## src/rtl/sample_player_interp_loop_unit_assert.svh

```systemverilog
// Assertion macros shared by the sample player RTL.
`ifndef SAMPLE_PLAYER_INTERP_LOOP_UNIT_ASSERT_SVH
`define SAMPLE_PLAYER_INTERP_LOOP_UNIT_ASSERT_SVH

// Same-cycle implication, disabled while reset is held.
`define SPL_ASSERT_IMP(label, clk, rst_n, ante, cons) \
    label: assert property (@(posedge clk) disable iff (!rst_n) (ante) |-> (cons)) \
        else $error("sample player assertion failed");

// Next-cycle implication, disabled while reset is held.
`define SPL_ASSERT_NXT(label, clk, rst_n, ante, cons) \
    label: assert property (@(posedge clk) disable iff (!rst_n) (ante) |=> (cons)) \
        else $error("sample player assertion failed");

`endif

```

## src/rtl/spl_pkg.sv

```systemverilog
`default_nettype none

package spl_pkg;

    localparam int FRAME_DEPTH_DEF  = 65536;
    localparam int MAX_CHANNELS_DEF = 2;
    localparam int LEN_CAP_MAX      = 65536;
    localparam int STEP_ONE         = 65536;
    localparam int NEAR_ONE_TOL     = 65;

    localparam int SAMPLE_W   = 16;
    localparam int IDX_W      = 16;
    localparam int LEN_W      = 17;
    localparam int STEP_W     = 20;
    localparam int GAIN_W     = 17;
    localparam int POS_W      = 33;
    localparam int FRAC_W     = 16;
    localparam int REM_NUM_W  = 18;
    localparam int CFG_IDX_W  = 2;
    localparam int CFG_DATA_W = 20;

    typedef enum logic [1:0] {
        CMD_WRITE = 2'd0,
        CMD_SEEK  = 2'd1,
        CMD_TICK  = 2'd2,
        CMD_NONE  = 2'd3
    } t_cmd;

    typedef enum logic [CFG_IDX_W-1:0] {
        CFG_BUFFER_LENGTH = 2'd0,
        CFG_STEP          = 2'd1,
        CFG_LOOPING       = 2'd2,
        CFG_CHANNEL_COUNT = 2'd3
    } t_cfg_reg;

    typedef enum logic [2:0] {
        ST_IDLE,
        ST_DECIDE,
        ST_REM_UP,
        ST_REM_POS,
        ST_READ_B,
        ST_MIX,
        ST_MUL,
        ST_FIN
    } t_state;

endpackage

`default_nettype wire

```

## src/rtl/spl_mix.sv

```systemverilog
`default_nettype none

module spl_mix (
    input  wire logic                                i_clk,
    input  wire logic                                i_load,
    input  wire logic signed [spl_pkg::SAMPLE_W-1:0] i_f1,
    input  wire logic signed [spl_pkg::SAMPLE_W-1:0] i_f2,
    input  wire logic        [spl_pkg::FRAC_W-1:0]   i_frac,
    input  wire logic        [spl_pkg::GAIN_W-1:0]   i_gain,
    output logic signed      [spl_pkg::SAMPLE_W-1:0] o_y
);

    logic signed [16:0] w_diff;
    logic signed [33:0] w_term;
    logic signed [33:0] w_acc;
    logic signed [31:0] r_acc;
    logic [spl_pkg::GAIN_W-1:0] r_gain;
    logic signed [49:0] r_prod;
    logic signed [49:0] w_round;
    logic signed [17:0] w_y;

    // f1*(1-frac) + f2*frac is rewritten as f1 + (f2-f1)*frac; it fits 32 bits.
    assign w_diff = 17'(i_f2) - 17'(i_f1);
    assign w_term = w_diff * $signed({1'b0, i_frac});
    assign w_acc  = $signed({{2{i_f1[15]}}, i_f1, 16'd0}) + w_term;

    always_ff @(posedge i_clk) begin
        if (i_load) begin
            r_acc  <= w_acc[31:0];
            r_gain <= i_gain;
        end
        r_prod <= r_acc * $signed({1'b0, r_gain});
    end

    // Adding one half and flooring rounds to nearest with ties upward.
    assign w_round = r_prod + 50'sh0_8000_0000;
    assign w_y     = w_round[49:32];

    always_comb begin
        if (w_y > 18'sd32767) begin
            o_y = 16'sh7FFF;
        end else if (w_y < -18'sd32768) begin
            o_y = 16'sh8000;
        end else begin
            o_y = w_y[15:0];
        end
    end

endmodule

`default_nettype wire

```

## config.mk

```make
export PLATFORM = sky130hd
export DESIGN_NAME = spl_mix
export DESIGN_NICKNAME = d
export VERILOG_FILES = /design/src/rtl/sample_player_interp_loop_unit_assert.svh /design/src/rtl/spl_pkg.sv /design/src/rtl/spl_mix.sv
export SDC_FILE = /design/constraint.sdc
export NUM_CORES = 2
export LEC_CHECK = 0
export BUFFER_PORTS_ARGS = -buffer_cell sky130_fd_sc_hd__buf_2
export CORE_MARGIN = 10
export CORE_UTILIZATION = 55
export DETAILED_ROUTE_END_ITERATION = 7
export GPL_TIMING_DRIVEN = 0
export PLACE_DENSITY = 0.75
export SYNTH_ARGS = -nofsm -noshare
export SYNTH_HDL_FRONTEND = slang
export SYNTH_SLANG_ARGS = --single-unit
```

## constraint.sdc

```tcl
create_clock -name i_clk -period 9.1 [get_ports i_clk]
set_input_delay 0.455 -clock i_clk [delete_from_list [all_inputs] [get_ports i_clk]]
set_output_delay 0.455 -clock i_clk [all_outputs]
set_load 0.01 [all_outputs]
```

======== Word-level counts from Yosys, hierarchy flattened ========
Cells that the tools add are included.
cells by class
  magnitude comparators ................... 2
  shift-type cells ........................ 0
  eq/ne operators ......................... 0
  $add $sub $neg .......................... 3
  bitwise operators ....................... 0
  reduce and logical (&&, ||, !) cells .... 0
  divide/modulo/power cells ............... 0
  multipliers ............................. 2
  muxes and demuxes ....................... 2
operators with widths
  cell                      number
  $add A50 B33 Y50 const B  1
  $mul A32 B18 Y50          1
  $add A32 B32 Y32          1
  $mul A17 B17 Y32          1
  $mux W16                  2
  $gt A18 B16 Y1 const B    1
  $lt A18 B16 Y1 const B    1
  $sub A16 B16 Y17          1
word-level totals
  memories ................................ 0
  logic and storage cells ................. 12
  ROM bits ................................ 0
  output and inout port bits .............. 16
  bits in latches ......................... 0
  input bits .............................. 67
  register bits ........................... 99
  RAM bits ................................ 0

======== Logic depth before layout (Yosys ltp) ========
  depth in word-level cells ............... 4
  mapped depth ............................ 32
  mapped depth without buffers ............ 31

======== Least setup slack after synthesis ========
Ideal clock, no wire load.
  path type ............................... in2reg
  start point ............................. input i_f1[2] in the netlist's numbering
  end point ............................... register r_acc[31], data pin
  cell stages on the path ................. 27
  slack ................................... 1.600 ns
  buffers on the path ..................... 0
  arrival time ............................ 7.240 ns
  library setup time ...................... 0.259 ns
  data required time ...................... 8.841 ns
  cells stage by stage .................... inv_1 ha_1 nor2b_1 o31ai_1 a211oi_1 o211ai_1 a21boi_1 o21ai_1 and2_1 inv_1 fa_1 fa_1 inv_1 fa_1 fa_1 inv_1 fa_1 inv_1 ha_1 o21ai_0 a21o_1 a221o_1 a31oi_1 o41ai_4 o31ai_1 a21oi_1 xnor2_1
between the ends
  word-level cells in the longest chain between the ends .. 3
ends and longest elaborated chain
  element               RTL line       text
  from (decl)           spl_mix.sv:6   input wire logic signed [spl_pkg::SAMPLE_W-1:0] i_f1,
  $sub A16 B16 Y17      spl_mix.sv:23  assign w_diff = 17'(i_f2) - 17'(i_f1);
  $mul A17 B17 Y32      spl_mix.sv:24  assign w_term = w_diff * $signed({1'b0, i_frac});
  $add A32 B32 Y32 (*)  spl_mix.sv:25  assign w_acc = $signed({{2{i_f1[15]}}, i_f1, 16'd0}) + w_term;
  net w_acc[31]         spl_mix.sv:15  logic signed [33:0] w_acc;
  to (signal assigned)  spl_mix.sv:29  r_acc <= w_acc[31:0];
  to (decl)             spl_mix.sv:16  logic signed [31:0] r_acc;
Mark *: on every way through the listed nets, which the timed path passes. The rest lies on a longest branch.
A chain may end at the register's enable or synchronous reset.

======== Worst setup path in the final report ========
  start point ............................. input i_f1[0] in the netlist's numbering
  end point ............................... register r_acc[29], data pin
The elaborated chain is that of the path after synthesis.

==> reports/metrics.yaml <==
status: "complete, no violations"
design.die.area_um2: 69500
cts_setup_buffers: 0
syn_avg_cell_area_um2: 9.15
place_congestion: 0.953
setup_viol: 0
cts_buffers: 9
path_clk_slew_ps: 70
cts_tree: "done"
fillers: 5151
viasPerCell: 5.35
crit_path_end_kind: "flip-flop"
firstDrtPassIters: 5
yosys-top-cells-area: "fa_1 49%, inv_1 11%, ha_1 9.0%"
root_buffer: "clkbuf_16"
worstSetupPathDepth: 29
port_buffers: 72
synthDistinctLibCells: 67
synthFlopType: "edfxtp_1"
drc_errors: 0
area_growth_pct: 5.02
critPathMaxStageDelay_ps: 760
worst-path-buf-inv: 6
hold_viol: 0
maxCapViolCount: 0
crit_path_frequent_cell: "fa_1"
synthSimpleGateAreaFrac_pct: 15.4
synth_top_family_by_area: "adder cells"
grt_pass1_vias: 25500
grt_pass1_wl_mm: 136
die_w_um: 264
rsz0062_at_grt: "no"
synthArstFlopShare_pct: 0
skew_ps: 10.9
synthXorXnorAreaFrac_pct: 2.58
required_ps: 9230
core_area_um2: 58900
critPathTopFamily: "adder cells"
drt_iter0_markers: 1599
rows: 89
synth_compound_area_share_pct: 5.06
htree_levels: 3
grt_overflow: 0
path_max_fanout: 10
grt_usage_pct: 24.6
cts_buffer_depth: 2
yosysWarnings: 0
utilization_pct: 58.2
fmax_mhz: 114
worst-setup-path-type: "primary input to flip-flop"
vias: 23700
cp.arrival_ps: 8910
start_kind: "primary input"
synthCells: 3570
synth-seq-cells: 68
synth_edf_count: 49
drive_gt1_share_pct: 3.09
slew_viol_final: 0
hold-path-cell-count: 1
hp-class: "primary input to flip-flop"
start_util_pct: 55.4
fin_nets: 4759
worst_pin_slew_ps: 1330
synthTopCellsByCount: "959 x inv_1, 805 x fa_1, 464 x nand2_1, 338 x and2_1, 234 x ha_1"
synth_nets: 4676
synth_top_area_share_pct: 49.4
synthMuxAreaShare_pct: 0.0307
reg2reg_depth: 20
synth_fa_ha_area_share_pct: 58.3
hpwl_mm: 71.1
relSlewSlack_pct: 11.0
drtAntennaViolNets: 0
synth_area_leader_cell: "fa_1"
wl_per_cell_um: 18.7
synth_area_um2: 32700
yosysMostFrequentCell: "inv_1"
fin_crit_ps: 8780
wl_mm: 82.7
crit_slowest_cell: "xnor2_1"
insertion_delay_ps: 380
die_h_um: 264
ys_seq_area_share_pct: 5.67
grt_max_degree: 50
antenna_found_initial: 0
io_pins: 83
min_period_over_period_pct: 96.5
cts_sinks: 68
==> through the flow <==
stage | worst slack (ps) | cells | cell area, µm² | hold WS, ps | setup TNS (ps)
global placement | -92.7 | 4415 | 34000 | 632 | -141
detailed placement | -123 | 4415 | 34000 | 633 | -251
finish | 319 | 4432 | 34300 | 244 | 0
global route | 29.0 | 4431 | 34300 | 240 | 0
CTS | 278 | 4431 | 34300 | 233 | 0
floorplan | 1600 | 3570 | 32700 | 554 | 0
==> cell families (layout without fill, tap and decap cells) <==
family / after synthesis / count (layout)
flip-flops: 68 / 68
AO/OA/AOI/OAI: 241 / 241
multiplexers: 1 / 1
adder cells (fa/ha/maj): 1039 / 1039
AND/OR/NAND/NOR: 1005 / 1005
other: 0 / 1
buffers and inverters: 1120 / 1208
XOR/XNOR: 96 / 96
==> flip-flops by register name, indices dropped and copies added, names as in the netlist <==
register,cells
r_gain,17
r_prod,19
r_acc,32
==> worst reg2reg max path: stages, from the launching register on <==
cell	delay, ps
edfxtp_1	600
clkbuf_1	670
nand2_1	210
fa_1	580
inv_1	60
fa_1	540
inv_1	50
fa_1	500
fa_1	490
fa_1	520
inv_1	50
fa_1	470
ha_1	410
o211ai_1	130
nor2_1	240
a21oi_1	110
o21ai_1	620
o21ai_1	220
o21ai_1	340
mux2i_1	250
o221ai_1	130
==> path summary, 6_finish.rpt <==
check / start / end / slack [ps]
min reg2reg: r_acc[31] / r_prod[49] / 1910
min: i_gain[12] / r_gain[12] / 240
max reg2reg: r_gain[3] / r_prod[44] / 1810
max: i_f1[0] / r_acc[29] / 320
==> cell usage in the layout (no fill, tap or decap), drive strengths merged, types with 42 or more instances in the layout <==
cell,Yosys,layout
clkbuf,149,158
ha,234,234
nand2,464,464
inv,963,967
a21oi,50,50
nor2,42,42
fa,805,805
o21ai,46,46
and2,339,339
xnor2,64,64
buf,8,80
edfxtp,49,49
==> layout make-up <==
cell class	count	area, µm²	area share, %
Clock buffer	9	225	0.657
Tap cell	773	967	2.82
Antenna cell	1	2.50	0.00730
Inverter	963	3610	10.5
Timing Repair Buffer	72	360	1.05
Buffer	157	598	1.74
Multi-Input combinational cell	2382	26600	77.5
Clock inverter	7	82.6	0.241
Sequential cell	68	1850	5.40
==> repair_timing <==
item | CTS | global route
resized for setup | 0 | 1
hold endpoints to repair | 0 | 0
setup endpoints to repair | 0 | 6
hold buffers | 0 | 0
==> layer usage <==
metal  routed length, µm  track usage [%]
met1               33600             32.3
met2               39100             41.0
met3                6830             3.88
met4                3190             8.37
met5                   0                0
Power is left out: the tool's default activity adds up to more than one toggle a clock period on the data nets, which glitch-free logic cannot reach.
