--- src/rtl/sample_player_interp_loop_unit_assert.svh ---
// Assertion macros shared by the sample player RTL.
`ifndef SAMPLE_PLAYER_INTERP_LOOP_UNIT_ASSERT_SVH
`define SAMPLE_PLAYER_INTERP_LOOP_UNIT_ASSERT_SVH

// Same-cycle implication, disabled while reset is held.
`define SPL_ASSERT_IMP(label, clk, rst_n, ante, cons) \
    label: assert property (@(posedge clk) disable iff (!rst_n) (ante) |-> (cons)) \
        else $error("sample player assertion failed");

// Next-cycle implication, disabled while reset is held.
`define SPL_ASSERT_NXT(label, clk, rst_n, ante, cons) \
    label: assert property (@(posedge clk) disable iff (!rst_n) (ante) |=> (cons)) \
        else $error("sample player assertion failed");

`endif

--- src/rtl/spl_pkg.sv ---
`default_nettype none

package spl_pkg;

    localparam int FRAME_DEPTH_DEF  = 65536;
    localparam int MAX_CHANNELS_DEF = 2;
    localparam int LEN_CAP_MAX      = 65536;
    localparam int STEP_ONE         = 65536;
    localparam int NEAR_ONE_TOL     = 65;

    localparam int SAMPLE_W   = 16;
    localparam int IDX_W      = 16;
    localparam int LEN_W      = 17;
    localparam int STEP_W     = 20;
    localparam int GAIN_W     = 17;
    localparam int POS_W      = 33;
    localparam int FRAC_W     = 16;
    localparam int REM_NUM_W  = 18;
    localparam int CFG_IDX_W  = 2;
    localparam int CFG_DATA_W = 20;

    typedef enum logic [1:0] {
        CMD_WRITE = 2'd0,
        CMD_SEEK  = 2'd1,
        CMD_TICK  = 2'd2,
        CMD_NONE  = 2'd3
    } t_cmd;

    typedef enum logic [CFG_IDX_W-1:0] {
        CFG_BUFFER_LENGTH = 2'd0,
        CFG_STEP          = 2'd1,
        CFG_LOOPING       = 2'd2,
        CFG_CHANNEL_COUNT = 2'd3
    } t_cfg_reg;

    typedef enum logic [2:0] {
        ST_IDLE,
        ST_DECIDE,
        ST_REM_UP,
        ST_REM_POS,
        ST_READ_B,
        ST_MIX,
        ST_MUL,
        ST_FIN
    } t_state;

endpackage

`default_nettype wire

--- src/rtl/spl_rem.sv ---
`default_nettype none

module spl_rem (
    input  wire logic                            i_clk,
    input  wire logic                            i_rst_n,
    input  wire logic                            i_start,
    input  wire logic [spl_pkg::REM_NUM_W-1:0]   i_num,
    input  wire logic [spl_pkg::LEN_W-1:0]       i_den,
    output logic                                 o_done,
    output logic      [spl_pkg::LEN_W-1:0]       o_rem
);

    localparam int NW = spl_pkg::REM_NUM_W;
    localparam int CW = $clog2(NW + 1);

    logic          r_busy;
    logic          r_done;
    logic [CW-1:0] r_cnt;
    logic [NW-1:0] r_num;
    logic [NW-1:0] r_part;
    logic [NW-1:0] w_shift;
    logic [NW-1:0] w_den;
    logic [NW-1:0] w_next;

    // Restoring remainder, one dividend bit per cycle.
    assign w_den   = NW'(i_den);
    assign w_shift = {r_part[NW-2:0], r_num[NW-1]};
    assign w_next  = (w_shift >= w_den) ? (w_shift - w_den) : w_shift;

    always_ff @(posedge i_clk) begin
        if (!i_rst_n) begin
            r_busy <= 1'b0;
            r_done <= 1'b0;
            r_cnt  <= '0;
        end else begin
            r_done <= 1'b0;
            if (i_start) begin
                r_busy <= 1'b1;
                r_cnt  <= CW'(NW);
            end else if (r_busy) begin
                r_cnt <= r_cnt - CW'(1);
                if (r_cnt == CW'(1)) begin
                    r_busy <= 1'b0;
                    r_done <= 1'b1;
                end
            end
        end
    end

    always_ff @(posedge i_clk) begin
        if (i_start) begin
            r_num  <= i_num;
            r_part <= '0;
        end else if (r_busy) begin
            r_num  <= {r_num[NW-2:0], 1'b0};
            r_part <= w_next;
        end
    end

    assign o_done = r_done;
    assign o_rem  = r_part[spl_pkg::LEN_W-1:0];

endmodule

`default_nettype wire

--- config.mk ---
export PLATFORM = sky130hd
export DESIGN_NAME = spl_rem
export DESIGN_NICKNAME = d
export VERILOG_FILES = /design/src/rtl/sample_player_interp_loop_unit_assert.svh /design/src/rtl/spl_pkg.sv /design/src/rtl/spl_rem.sv
export SDC_FILE = /design/constraint.sdc
export NUM_CORES = 1
export LEC_CHECK = 0
export BUFFER_PORTS_ARGS = -buffer_cell sky130_fd_sc_hd__buf_2
export CAP_MARGIN = 20
export CORE_ASPECT_RATIO = 0.8
export CORE_MARGIN = 3
export CORE_UTILIZATION = 50
export DETAILED_ROUTE_END_ITERATION = 8
export PLACE_DENSITY = 0.74
export SLEW_MARGIN = 20
export SYNTH_ARGS = -nofsm -noshare
export SYNTH_HDL_FRONTEND = slang
export SYNTH_SLANG_ARGS = --single-unit
--- constraint.sdc ---
create_clock -name i_clk -period 3 [get_ports i_clk]
set_clock_uncertainty 0.2 [all_clocks]
set_input_delay 0.3 -clock i_clk [delete_from_list [all_inputs] [get_ports i_clk]]
set_output_delay 0.3 -clock i_clk [all_outputs]
set_load 0.01 [all_outputs]
# Yosys cells after proc, flatten, opt, wreduce, memory -nomap -nowiden
# Cells that the tools add are included.
[classes] add_sub_neg=2 magnitude_cmp=1 n_eq_ne=1 n_mux=9 n_bitwise=2 reduce_logical=3
[ops] op="two-way mux 18 bit" count=2
[ops] op=">= comparator 18 x 17 -> 1 bit" count=1
[ops] op="two-way mux 17 bit" count=1
[ops] op="subtractor 17 bit" count=1
[ops] op="two-way mux 5 bit" count=2
[ops] op="== test 5 x 1 -> 1 bit, second input constant" count=1
[ops] op="subtractor 5 x 1 -> 5 bit, second input constant" count=1
[ops] op="two-way mux 1 bit" count=4
[ops] op="OR reduction 3 bit" count=1
[ops] op="inverter 1 bit" count=2
[ops] op="nonzero test 2 bit" count=1
[ops] op="OR reduction 2 bit" count=1
[totals] register_bits=42 output_inout_bits=18 word_cells=24

# Depth between registers and ports, before layout
# Gate-level depths: netlist of run 1.
[logic_depth] depth_word=4 mapped_depth=11 ltp_nobuf=10

# Worst setup path before layout of run 1
# Ideal clock, no wire load.
[synth_path] kind="register -> register" start="register r_num[17]" end="register r_part[9]" setup_ps=122 t_arrival_ps=2422 t_required_ps=2678 path_slack_ps=257 stages_incl_launch_ff=11 path_buffers=1 synth_period_minus_slack_ps=2743 path_cell_list="edfxtp_1 > inv_1 > ha_1 > inv_1 > fa_1 > a21o_1 > a221oi_4 > o31ai_4 > a221o_1 > buf_6 > o311a_1"
[synth_between] elab_chain_cells=2 word_cells_on_any_way=3 cone_classes="1 x add/sub; 1 x order compare; 1 x mux"
[synth_rtl] element="from (decl)" line_no="spl_rem.sv:19" rtl="logic [NW-1:0] r_num;"
[synth_rtl] element="from (signal assigned)" line_no="spl_rem.sv:52" rtl="r_num <= i_num;"
[synth_rtl] element="from (signal assigned)" line_no="spl_rem.sv:55" rtl="r_num <= {r_num[NW-2:0], 1'b0};"
[synth_rtl] element="subtractor 17 bit or >= comparator 18 x 17 -> 1 bit (tied branches)" line_no="spl_rem.sv:28" rtl="assign w_next = (w_shift >= w_den) ? (w_shift - w_den) : w_shift;"
[synth_rtl] element="two-way mux 17 bit *" line_no="spl_rem.sv:28"
[synth_rtl] element="to (signal assigned)" line_no="spl_rem.sv:56" rtl="r_part <= w_next;"
[synth_rtl] element="to (decl)" line_no="spl_rem.sv:20" rtl="logic [NW-1:0] r_part;"
# Every way passes the cells marked *; elsewhere a longest branch is shown, timed or not.
# A chain may end at the register's enable or synchronous reset.

# Final worst setup path of run 1
[layout_path] start="register r_num[17]" end="register r_part[8]"
# Same word-level chain as after synthesis.

==> impl_metrics.py, run 1 <==
metrics = {
    "status": {
        "status": "finished clean",
    },
    "synthesis": {
        "ys_async_sr_fraction_pct": 0,
        "syn_area_um2": 2690,
        "yosys_most_used_dff": "dfxtp_1",
        "ys_types": 49,
        "synth_nets": 340,
        "synth_area_per_cell_um2": 9.55,
        "yosysSeqAreaShare_pct": 37.9,
        "ys_ff_latch": 42,
        "synth_edf_count": 18,
        "netlist_instances": 282,
        "yosysWarnings": 0,
    },
    "detailed_routing": {
        "wl_per_cell_um": 15.3,
        "wl_met3_um": 433,
        "wl_met1_um": 2990,
        "drt-initial-drc-count": 174,
        "ant_nets": 0,
        "met2WireLength_um": 2710,
        "firstDrtPassIters": 4,
        "vias_per_cell": 5.63,
        "drc_errors": 0,
        "highest_layer": "met4",
        "num_vias": 2284,
        "routed_wl_um": 6200,
    },
    "floorplan": {
        "initial_core_util_pct": 52.9,
        "rows": 23,
        "core_um2": 5090,
        "dieHeight_um": 71.6,
        "dieArea_um2": 6310,
        "dieWidth_um": 88.0,
        "io_pins": 56,
    },
    "finish": {
        "num-nets-final": 401,
        "fill_cells": 443,
        "synthToLayoutAreaGrowth_pct": 19.1,
        "num_antenna_cells": 0,
        "final_layout_size_suffix_gt1_share_pct": 29.4,
    },
    "worst_setup_path": {
        "end_kind": "flip-flop",
        "arrival_ns": 2.87,
        "required_ns": 3.01,
        "cpPeakStageDelay_ns": 0.40,
        "cp_max_fo": 12,
        "cp_top_family": "compound AO/OA/AOI/OAI gates",
        "crit_buf_inv": 3,
        "crit_top_cell": "inv_1",
        "crit_type": "reg -> reg",
        "path_cells": "inv_1 > ha_1 > inv_1 > fa_1 > a21o_1 > a221oi_4 > o31ai_4 > a221oi_2 > buf_4 > nand2_1 > a311oi_2",
        "cp-start-kind": "flip-flop",
        "startpoint": "r_num[17]",
        "slowest_stage": "fa_1",
        "reg2reg_from": "r_num[17]",
    },
    "timing": {
        "slew_violations": 0,
        "hold_viol": 0,
        "worst_pin_slew_ns": 0.645,
        "slew-limit-headroom_pct": 57.0,
        "finalWorstPathRequiredPeriod_ns": 2.86,
        "final.setup.tns_ns": 0,
        "setup_viol": 0,
        "fin_crit_sh_pct": 95.4,
        "layout_setup_ws_ns": 0.138,
        "max_freq_ghz": 0.349,
        "rsz0062_at_grt": "true",
    },
    "power_and_ir_drop": {
        "switching_share_pct": 25.7,
        "vdd.ir_drop.worst_uv": 228,
        "p_sw_mw": 0.380,
        "p_comb_share_pct": 18.6,
        "clockPowerShare_pct": 36.3,
        "p_seq_share_pct": 45.1,
        "cellInternalPower_mw": 1.10,
        "p_leak_nw": 1.45,
        "power.density_nw_per_um2": 462,
    },
    "clock_tree": {
        "cts_root_buf": "clkbuf_8",
        "h-tree-depth": 2,
        "clockBufferDepth": 2,
        "clk_pin_slew_ns": 0.08,
        "clk_latency_ns": 0.30,
        "clkSinkCount": 42,
        "cts_made_buffers": 5,
        "cts_hold_buf": 0,
        "cts_tree": "yes",
    },
    "min_path": {
        "min_from": "i_rst_n",
        "hold_class": "in -> reg",
    },
    "global_route": {
        "first_global_vias": 2130,
        "grt_antenna_before_repair": 0,
        "grt_first_pass_wirelength_um": 10100,
        "grt_max_degree": 19,
        "grt_usage_pct": 20.4,
        "grt-ovfl-total": 0,
    },
    "placement": {
        "dp_hpwl_um": 4650,
        "gp_congestion": 0.939,
        "port_buffers": 55,
        "pre_cts_slack_ns": 0.103,
    },
    "flow_run": {
        "cap_viol_max_count": 0,
    },
}
==> flip-flops by register name, indices dropped and copies added, names as in the netlist <==
| register | flops |
|---|---|
| r_num | 18 |
| r_busy | 1 |
| r_cnt | 5 |
| r_part | 17 |
| o_done | 1 |
==> synthesized netlist by cell type (all sizes together), types with 4 or more instances <==
library cell / count / share of area [%]
nand2: 28 / 3.9
nand2b: 5 / 1.2
edfxtp: 18 / 20
clkbuf: 6 / 0.84
inv: 25 / 3.5
a32oi: 5 / 1.6
nand3: 14 / 2.6
dfxtp: 24 / 18
nor2: 15 / 2.1
a21oi: 20 / 3.7
ha: 19 / 8.8
xor2: 10 / 3.3
a21o: 5 / 1.4
a311oi: 4 / 2.2
xnor2: 7 / 2.3
mux2: 17 / 7.1
o21ai: 13 / 2.4
buf: 5 / 1.2
==> path summary, 6_finish.rpt <==
kind | to | slack (ns) | depth (start not counted)
max | r_part[8] | 0.14 | 11
min | r_cnt[1] | 0.05 | 2
max reg2reg | r_part[8] | 0.14 | 11
min reg2reg | r_part[12] | 0.29 | 2
==> power by group through the flow <==
| stage | registers [mW] | clock network [mW] | logic (mW) |
|---|---|---|---|
| 3_3_place_gp | 0.679 | 0 | 0.265 |
| 3_5_place_dp | 0.681 | 0 | 0.269 |
| 4_1_cts | 0.668 | 0.548 | 0.272 |
| 2_1_floorplan | 0.673 | 0 | 0.194 |
| 6_report | 0.667 | 0.538 | 0.275 |
| 5_1_grt | 0.672 | 0.572 | 0.307 |
==> per-layer routing <==
layer,global-route usage (%),vias to the layer above
met5,0,-
met4,7.55,0
met3,3.68,6
met2,28.5,82
met1,31.3,1041
li1,-,1155
==> cell families after synthesis <==
kind of cell    synth area share, %
compound gates                 20.0
xor+xnor                       5.53
fa+ha+maj                      9.57
buf+inv                        5.48
flops                          37.9
mux                            7.48
simple gates                   14.0
==> what timing repair did <==
item | 4_1_cts | 5_1_grt
gates resized for setup | 0 | 1
buffers inserted | 0 | 3
setup endpoints to repair | 0 | 4
==> cells in the final DEF, fill, tap and decap left out, types with 2 or more instances in the layout <==
| cell | synthesis | final |
|---|---|---|
| bufinv_16 | 0 | 2 |
| a32oi_1 | 5 | 5 |
| nand2_1 | 28 | 28 |
| o211ai_1 | 2 | 2 |
| o21ai_0 | 13 | 13 |
| nor2_1 | 15 | 15 |
| and4_1 | 2 | 2 |
| buf_4 | 1 | 10 |
| a211o_1 | 2 | 2 |
| a21o_1 | 5 | 5 |
| a21oi_1 | 20 | 20 |
| ha_1 | 19 | 19 |
| edfxtp_1 | 18 | 18 |
| nand3_1 | 14 | 14 |
| xor2_1 | 10 | 10 |
| o311ai_0 | 3 | 3 |
| a311oi_2 | 4 | 4 |
| inv_1 | 25 | 25 |
| mux2_2 | 17 | 17 |
| dfxtp_1 | 24 | 24 |
| nand4_1 | 3 | 3 |
| clkbuf_8 | 0 | 5 |
| a31oi_1 | 3 | 3 |
| xnor2_1 | 7 | 7 |
| nand2b_1 | 5 | 5 |
| buf_2 | 1 | 55 |
| nor3_1 | 3 | 3 |
| and2_1 | 2 | 2 |
| o21a_1 | 3 | 3 |
==> area by class of cell <==
type	count	area [um^2]	share of cell area (%)
clock buffers	5	68.8	2.15
well taps	62	77.6	2.42
multi-input cells	204	1530	47.6
flip-flops and latches	42	1020	31.9
inverters	25	93.8	2.93
clock inverters	3	68.8	2.15
repair buffers	65	350	10.9
==> metrics by stage <==
stage | hold WS, ns | utilization [%] | cell area, um^2 | total power [mW] | instances
after floorplan | 0.218 | - | 2690 | 0.867 | 282
after global placement | 0.279 | 59.8 | 3040 | 0.944 | 395
after detailed placement | 0.284 | 59.8 | 3040 | 0.950 | 395
after CTS | 0.0446 | 62.5 | 3180 | 1.49 | 403
after global routing | 0.0568 | 62.9 | 3210 | 1.55 | 406
final | 0.0453 | 62.9 | 3210 | 1.48 | 406
No activity file was read; power rests on OpenSTA's default activity.
==> run 2: changes to the inputs <==
--- a/config.mk
+++ b/config.mk
@@ -12,6 +12,7 @@
 export CORE_UTILIZATION = 50
 export DETAILED_ROUTE_END_ITERATION = 8
 export PLACE_DENSITY = 0.74
+export RECOVER_POWER = 25
 export SLEW_MARGIN = 20
 export SYNTH_ARGS = -nofsm -noshare
 export SYNTH_HDL_FRONTEND = slang
==> run 2 against run 1 <==
Net effect: sequential power about the same; power down 0.11%; non-clock buffer count unchanged; cell count unchanged; cell area down 0.59%; first-iteration DRC count down 10%; die area unchanged; via count up 0.18%; critical path type unchanged.
==> impl_metrics.py, run 2 (same netlist as run 1, synthesis figures left out) <==
metrics = {
    "detailed_routing": {
        "vias_per_cell": 5.64,
        "wl_per_cell_um": 15.4,
        "drc_errors": 0,
        "firstDrtPassIters": 4,
        "drt-initial-drc-count": 156,
        "num_vias": 2288,
        "routed_wl_um": 6270,
        "ant_nets": 0,
    },
    "finish": {
        "mostFrequentLayoutCells": "buf_2 (40), nand2_1 (28), inv_1 (25)",
        "reg_top3": "r_num x18, r_part x17, r_cnt x5",
        "register_area_um2": 1020,
        "layout_commonest_cell": "buf_2",
        "final_cells": 406,
        "num-nets-final": 401,
        "regMostFlops": "r_num",
        "synthToLayoutAreaGrowth_pct": 18.4,
        "final_layout_size_suffix_gt1_share_pct": 25.0,
        "num_antenna_cells": 0,
        "largest_reg_flops": 18,
        "multi_input_area_um2": 1530,
        "fill_cells": 454,
    },
    "floorplan": {
        "dieHeight_um": 71.6,
        "rows": 23,
        "core_um2": 5090,
        "io_pins": 56,
        "dieArea_um2": 6310,
        "initial_core_util_pct": 52.9,
        "dieWidth_um": 88.0,
    },
    "power_and_ir_drop": {
        "vdd.ir_drop.worst_uv": 228,
        "switching_share_pct": 25.7,
        "p_comb_share_pct": 18.5,
        "cellInternalPower_mw": 1.10,
        "power.density_nw_per_um2": 464,
        "p_seq_share_pct": 45.2,
        "p_total_mw": 1.48,
        "p_sw_mw": 0.380,
        "p_leak_nw": 1.38,
        "clockPowerShare_pct": 36.3,
    },
    "global_route": {
        "grt_usage_pct": 20.4,
        "grt_antenna_before_repair": 0,
        "first_global_vias": 2130,
        "grt-ovfl-total": 0,
        "grt_first_pass_wirelength_um": 10100,
        "grt_max_degree": 19,
    },
    "timing": {
        "slew_violations": 0,
        "hold_viol": 0,
        "rsz0062_at_grt": "true",
        "final.setup.tns_ns": 0,
        "slew-limit-headroom_pct": 57.2,
        "worst_pin_slew_ns": 0.642,
        "finalWorstPathRequiredPeriod_ns": 2.86,
        "fin_crit_sh_pct": 95.4,
        "setup_viol": 0,
        "max_freq_ghz": 0.350,
    },
    "clock_tree": {
        "cts_hold_buf": 0,
        "cts_root_buf": "clkbuf_8",
        "cts_made_buffers": 5,
        "clkSinkCount": 42,
        "clk_pin_slew_ns": 0.08,
        "clk_latency_ns": 0.30,
        "cts_tree": "yes",
        "h-tree-depth": 2,
        "clockBufferDepth": 2,
    },
    "min_path": {
        "hold_class": "in -> reg",
        "holdPathStages": 2,
    },
    "placement": {
        "gp_congestion": 0.939,
        "dp_hpwl_um": 4650,
        "placed_cells": 395,
        "port_buffers": 55,
    },
    "worst_setup_path": {
        "cp_max_fo": 12,
        "ff2ff_path_depth": 11,
        "end_kind": "flip-flop",
        "cp-start-kind": "flip-flop",
        "required_ns": 3.01,
        "crit_type": "reg -> reg",
        "r2r_setup_slack_ns": 0.14,
        "arrival_ns": 2.87,
    },
    "flow_run": {
        "cap_viol_max_count": 0,
    },
    "status": {
        "status": "finished clean",
    },
}
[run 2: cell types whose count changed in the layout (fill, tap and decap cells not counted)]
cell | before | now
buf_2 | 55 | 40
clkbuf_1 | 0 | 15
[run 2: final cells by class]
class                      count  share of cell area [%]
multi-input combinational    204                    47.9
sequential                    42                    32.0
timing repair buffer          65                    10.4
inverter                      25                    2.94
tap                           62                    2.43
clock buffer                   5                    2.16
clock inverter                 3                    2.16
[run 2: power by group through the flow]
stage / registers (mW) / logic, mW / clock network [mW]
2_1_floorplan: 0.673 / 0.194 / 0
3_3_place_gp: 0.679 / 0.265 / 0
3_5_place_dp: 0.681 / 0.269 / 0
4_1_cts: 0.668 / 0.272 / 0.548
5_1_grt: 0.672 / 0.305 / 0.572
6_report: 0.668 / 0.274 / 0.536
[run 2: critical path, stage by stage (launching register included)]
cell and delay, ns:
edfxtp_1 0.38, inv_1 0.08, ha_1 0.17, inv_1 0.06, fa_1 0.40, a21o_1 0.23
a221oi_4 0.32, o31ai_4 0.13, a221oi_2 0.26, buf_4 0.24, nand2_1 0.08, a311oi_2 0.23
[run 2: timing repair]
item,4_1_cts,5_1_grt
resized for setup,0,1
setup buffers,0,3
endpoints found under the setup margin,0,4
[run 2: through the flow]
stage / hold slack [ns] / setup slack [ns] / util, % / area, um^2
after floorplan: 0.218 / 0.257 / - / 2690
after global placement: 0.279 / 0.176 / 59.8 / 3040
after detailed placement: 0.284 / 0.103 / 59.8 / 3040
after CTS: 0.0446 / 0.0919 / 62.5 / 3180
after global routing: 0.0568 / -0.0165 / 62.6 / 3190
final: 0.0458 / 0.139 / 62.6 / 3190
[run 2: layer usage]
metal | share of wire (%) | global-route usage [%]
met4 | 1.6 | 7.55
met5 | 0 | 0
met3 | 6.7 | 3.68
met2 | 44 | 28.5
met1 | 48 | 31.3
[run 2: path summary, 6_finish.rpt]
check	start	to
max	r_num[17]	r_part[8]
min reg2reg	r_part[12]	r_part[12]
max reg2reg	r_num[17]	r_part[8]
min	i_rst_n	r_cnt[1]
